## config.mk

```make
export PLATFORM = sky130hd
export DESIGN_NAME = cis_front_flat
export DESIGN_NICKNAME = d
export VERILOG_FILES = /design/src/cis_pkg.sv /design/src/cis_in_if.sv /design/src/cis_front.sv /design/src/flat_wrapper.sv
export SDC_FILE = /design/constraint.sdc
export NUM_CORES = 1
export LEC_CHECK = 0
export BUFFER_PORTS_ARGS = -buffer_cell sky130_fd_sc_hd__buf_4
export CAP_MARGIN = 20
export CORE_MARGIN = 4
export CORE_UTILIZATION = 40
export DETAILED_ROUTE_END_ITERATION = 6
export REMOVE_ABC_BUFFERS = 1
export SYNTH_ARGS = -nofsm -noshare
export SYNTH_HDL_FRONTEND = slang
export SYNTH_SLANG_ARGS = --single-unit
export TNS_END_PERCENT = 5
```

## constraint.sdc

```tcl
create_clock -name i_clk -period 2.4 [get_ports i_clk]
set_input_delay 0.36 -clock i_clk [delete_from_list [all_inputs] [get_ports i_clk]]
set_output_delay 0.36 -clock i_clk [all_outputs]
set_load 0.01 [all_outputs]
```

## src/cis_pkg.sv

```systemverilog
// Shared types and constants for the 2-D inverse-CDF importance sampler.
// No dependencies; imported by the interfaces and every module of the block.
package cis_pkg;

    localparam int CMD_W      = 1;
    localparam int PW_W       = 16;
    localparam int U_W        = 16;
    localparam int ROW_IDX_W  = 7;
    localparam int COL_IDX_W  = 8;
    localparam int CFG_IDX_W  = 2;
    localparam int CFG_DATA_W = 9;
    localparam int CFG_W_W    = 9;
    localparam int CFG_H_W    = 8;

    localparam int QUEUE_DEPTH = 4;
    localparam int QPTR_W      = 2;

    localparam logic CMD_LOAD   = 1'b0;
    localparam logic CMD_SAMPLE = 1'b1;

    localparam logic STATUS_OK         = 1'b0;
    localparam logic STATUS_NOT_LOADED = 1'b1;

    localparam logic [CFG_IDX_W-1:0] CFG_WIDTH  = 2'd0;
    localparam logic [CFG_IDX_W-1:0] CFG_HEIGHT = 2'd1;

    localparam logic [CFG_W_W-1:0] WIDTH_RESET  = 9'd256;
    localparam logic [CFG_H_W-1:0] HEIGHT_RESET = 8'd128;

    typedef struct packed {
        logic            cmd;
        logic [PW_W-1:0] pixel_weight;
        logic [U_W-1:0]  u_row;
        logic [U_W-1:0]  u_col;
    } t_item;

    typedef struct packed {
        logic  valid;
        t_item item;
    } t_queue_head;

    typedef struct packed {
        logic busy;
        logic loaded;
    } t_back_stat;

endpackage

```

## src/cis_in_if.sv

```systemverilog
// Input item channel: valid/ready handshake with the command and its operands.
// Depends on cis_pkg for field widths.
interface cis_in_if;
    import cis_pkg::*;

    logic            valid;
    logic            ready;
    logic            cmd;
    logic [PW_W-1:0] pixel_weight;
    logic [U_W-1:0]  u_row;
    logic [U_W-1:0]  u_col;

    modport source (output valid, cmd, pixel_weight, u_row, u_col, input ready);
    modport sink   (input valid, cmd, pixel_weight, u_row, u_col, output ready);
endinterface

```

## src/cis_front.sv

```systemverilog
// Front end: accepts input items and holds them in a short queue for the back end.
// Depends on cis_pkg and cis_in_if.
module cis_front (
    input  logic                 i_clk,
    input  logic                 i_rst_n,
    cis_in_if.sink               i_item,
    input  logic                 i_pop,
    output cis_pkg::t_queue_head o_head
);
    import cis_pkg::*;

    t_item             r_q [QUEUE_DEPTH];
    logic [QPTR_W-1:0] r_wr_ptr;
    logic [QPTR_W-1:0] r_rd_ptr;
    logic [QPTR_W:0]   r_count;
    logic              w_push;

    assign i_item.ready = (r_count != (QPTR_W + 1)'(QUEUE_DEPTH));
    assign w_push       = i_item.valid && i_item.ready;

    assign o_head.valid = (r_count != '0);
    assign o_head.item  = r_q[r_rd_ptr];

    always_ff @(posedge i_clk) begin
        if (w_push) begin
            r_q[r_wr_ptr] <= '{cmd:          i_item.cmd,
                               pixel_weight: i_item.pixel_weight,
                               u_row:        i_item.u_row,
                               u_col:        i_item.u_col};
        end
    end

    always_ff @(posedge i_clk) begin
        if (!i_rst_n) begin
            r_wr_ptr <= '0;
            r_rd_ptr <= '0;
            r_count  <= '0;
        end else begin
            if (w_push) begin
                r_wr_ptr <= r_wr_ptr + QPTR_W'(1);
            end
            if (i_pop) begin
                r_rd_ptr <= r_rd_ptr + QPTR_W'(1);
            end
            unique case ({w_push, i_pop})
                2'b10:   r_count <= r_count + (QPTR_W + 1)'(1);
                2'b01:   r_count <= r_count - (QPTR_W + 1)'(1);
                default: r_count <= r_count;
            endcase
        end
    end

endmodule

```

## src/flat_wrapper.sv

```systemverilog
// flat-port wrapper written by rule: the top's interface ports become plain ports
module cis_front_flat import cis_pkg::*;
  (i_clk, i_rst_n, i_pop, o_head, i_item_valid, i_item_cmd, i_item_pixel_weight, i_item_u_row, i_item_u_col, i_item_ready);
  cis_in_if i_item_i ();
  input  logic i_clk;
  input  logic i_rst_n;
  input  logic i_pop;
  output cis_pkg::t_queue_head o_head;
  input wire logic [$bits(i_item_i.valid)-1:0] i_item_valid;
  input wire logic [$bits(i_item_i.cmd)-1:0] i_item_cmd;
  input wire logic [$bits(i_item_i.pixel_weight)-1:0] i_item_pixel_weight;
  input wire logic [$bits(i_item_i.u_row)-1:0] i_item_u_row;
  input wire logic [$bits(i_item_i.u_col)-1:0] i_item_u_col;
  output wire logic [$bits(i_item_i.ready)-1:0] i_item_ready;
  assign i_item_i.valid = i_item_valid;
  assign i_item_i.cmd = i_item_cmd;
  assign i_item_i.pixel_weight = i_item_pixel_weight;
  assign i_item_i.u_row = i_item_u_row;
  assign i_item_i.u_col = i_item_u_col;
  assign i_item_ready = i_item_i.ready;
  cis_front u_core (.i_clk(i_clk), .i_rst_n(i_rst_n), .i_item(i_item_i), .i_pop(i_pop), .o_head(o_head));
endmodule
```

==> results.yml <==
status:
  status: "finished clean"
synth:
  synthesis.area_sq_mm: 0.007550
  synthCells: 303
  yosys_warnings: 0
  synthTopCellsByArea: "edfxtp_1 78%, mux4_2 14%, dfxtp_1 2.4%"
  synth_seq_area_share_pct: 80.34
  postSynthAreaPerCell_sq_um: 24.92
  yosys.area.top_type_share_pct: 77.96
  yosysUniqueCellTypes: 24
  yosysMostFrequentCell: "edfxtp_1"
  synthFlopType: "edfxtp_1"
  synthArstFlopShare_pct: 0
  yosysTopAreaCell: "edfxtp_1"
  yosys_register_bits: 205
  synth_edf_count: 196
  synth_commonest_cells: "196 x edfxtp_1, 47 x mux4_2, 9 x dfxtp_1, 8 x and2_1, 6 x nand2_1"
critical_path:
  crit_path_end_kind: "output pin"
  rrSetupSlack_ps: 370
  worstPathRequired_ps: 2040
  critPathSlowestCell: "mux4_2"
  cp_data_arrival_time_ps: 1910
  cp-start-kind: "register"
  reg2regPathDepth: 8
  rr_startpoint: "u_core.r_count[0]"
  worstPathMaxFanout: 18
  slowest_delay_ps: 570
  crit_chain: "buf_12 -> mux4_2 -> buf_6"
  reg2reg_to: "u_core.r_count[2]"
  crit_family: "multiplexers"
  cp_num_buf_inv: 2
  criticalPathCategory: "register to output pin"
cells_and_area:
  diodes: 0
  fill_cells: 1473
  stdcell_area_sq_mm: 0.009483
  drive_gt1_share_pct: 44.89
  area_growth_pct: 25.60
  nets: 494
  multiInputGateArea_sq_mm: 0.001379
  seq_area_sq_mm: 0.006071
clock_tree:
  cts_root_buf: "clkbuf_16"
  clock_latency_ps: 500
  cts_sinks: 205
  cts_hold_buf: 0
  clk_pin_slew_ps: 50
  htreeDepth: 1
  cts-buffers-inserted: 23
  cts_buffer_depth: 3
  cts_tree: "done"
routing:
  drtIter0Drc: 151
  wl_per_cell_um: 20.73
  via_count: 3489
  routed_via_density: 5.138
  first_pass_iters: 4
  routed_wl_mm: 14.07
  drcViolationCount: 0
  ant_nets: 0
flow_run:
  max_cap_viol_count: 0
timing:
  rsz0062_at_grt: "no"
  fin_skew_ps: 9.260
  fmax_mhz: 441.2
  setup_ws_ps: 133.5
  hold_viol_final: 0
  setup_tns_ps: 0
  fin_crit_ps: 2266
  finalSetupViolations: 0
  min_period_over_period_pct: 94.44
  worst_slew_pin_slew_ps: 324.5
  slew_violations: 0
  slew_headroom_pct: 78.36
global_routing:
  grt_max_degree: 50
  antenna_found_initial: 0
  grt_use_total_pct: 13.32
  grt_pass1_vias: 3857
  grt_pass1_wl_mm: 22.00
  grt_overflow: 0
placement:
  place_area_sq_mm: 0.008683
  globalplace.congestion: 0.6900
  pre_cts_ws_ps: 388.4
  port_buffers: 103
  dp_hpwl_mm: 8.119
power:
  power_leakage_nw: 3.244
  ir_drop_mv: 0.6497
  total_power_w: 0.008676
  power_per_cell_area_mw_per_mm2: 914.9
floorplanning:
  row_count: 49
  die_w_um: 145.4
  initial_core_util_pct: 41.32
  ioPinCount: 104
  coreArea_sq_mm: 0.01827
  die_area_sq_mm: 0.02114
  die_h_um: 145.4
worst_hold_path:
  whs_path_depth: 1
  min_to: "u_core.r_q[2][40]"
  hp-start: "i_item_pixel_weight[8]"
  hold_path_class: "input port to register"
-- per-stage QoR --
stage	util [%]	hold WS [ps]	instances
final	51.90	56.95	679
after floorplan	-	458.9	291
after global placement	47.53	482.7	633
after CTS	51.66	35.02	673
after global routing	51.90	37.01	679
after detailed placement	47.53	510.8	633
-- cells in the final DEF (no fill, tap or decap), types with 3 or more instances in the layout --
master,netlist,layout
dfxtp_1,9,7
buf_12,2,7
buf_6,1,14
clkinv_1,0,5
nand2_1,6,6
clkbuf_1,1,5
edfxtp_1,196,196
buf_4,3,98
mux2i_1,3,3
xnor2_1,3,3
and2_2,0,4
mux4_2,47,47
clkbuf_16,0,23
ha_1,5,5
clkinv_2,0,4
and2_1,8,4
inv_1,3,3
-- cell families (layout without fill, tap and decap cells) --
| logic type | after synthesis | in the layout | synth area share (%) |
|---|---|---|---|
| XOR/XNOR | 4 | 4 | 0.4641 |
| buffers and inverters | 15 | 162 | 1.458 |
| adder cells (fa/ha/maj) | 6 | 6 | 1.094 |
| multiplexers | 52 | 52 | 15.11 |
| flip-flops | 205 | 205 | 80.34 |
| AO/OA/AOI/OAI | 3 | 3 | 0.2652 |
| AND/OR/NAND/NOR | 18 | 18 | 1.260 |
-- state kept, by name, summed over array words and instances (netlist names), named ones only --
| register | flops |
|---|---|
| u_core.r_q | 196 |
| u_core.r_rd_ptr | 2 |
| u_core.r_wr_ptr | 2 |
| u_core.r_count | 3 |
-- worst max-delay path by stage --
stage,from,to,cells after the start
4_1_cts,register,o_head[25],3
3_3_place_gp,u_core.r_count[0],u_core.r_count[2],8
6_report,register,o_head[25],3
2_1_floorplan,register,o_head[42],1
3_5_place_dp,u_core.r_count[0],u_core.r_count[2],8
5_1_grt,register,o_head[25],3
-- power breakdown --
part	internal (W)	total (W)	switching, W	leakage, nW
clock	0.00196	0.00326	0.00129	0.346
sequential	0.00420	0.00428	0.0000771	1.87
combinational	0.000598	0.00114	0.000538	1.03
total	0.00677	0.00868	0.00191	3.24
-- worst reg2reg max path: cells and delay by family, from the launching register on --
family / cells / cell delay [ps]
fa+ha+maj: 2 / 610
flops: 1 / 410
simple gates: 2 / 390
compound gates: 2 / 350
xor+xnor: 1 / 140
buf+inv: 1 / 70
-- layer usage --
layer  global-route usage (%)  routed length [um]  vias to the layer above  share of wire [%]
met3                    3.799                 819                       27                5.8
met4                    3.609                 331                        0                2.4
met1                    17.31                5965                     1829                 42
li1                         -                   -                     1539                  -
met2                    22.20                6956                       94                 49
met5                        0                   0                        -                  0
-- final cells by class --
type	count	area share (%)
multi-input cells	83	14.54
well taps	229	3.022
clock buffers	28	6.267
clock inverters	12	1.135
inverters	3	0.1187
flip-flops and latches	205	64.02
repair buffers	119	10.90
-- repair_timing --
action,4_1_cts,5_1_grt
resized for setup,14,0
pin swaps,0,0
setup buffers,0,6
endpoints found under the setup margin,22,29
Power figures use the tool's default switching activity.
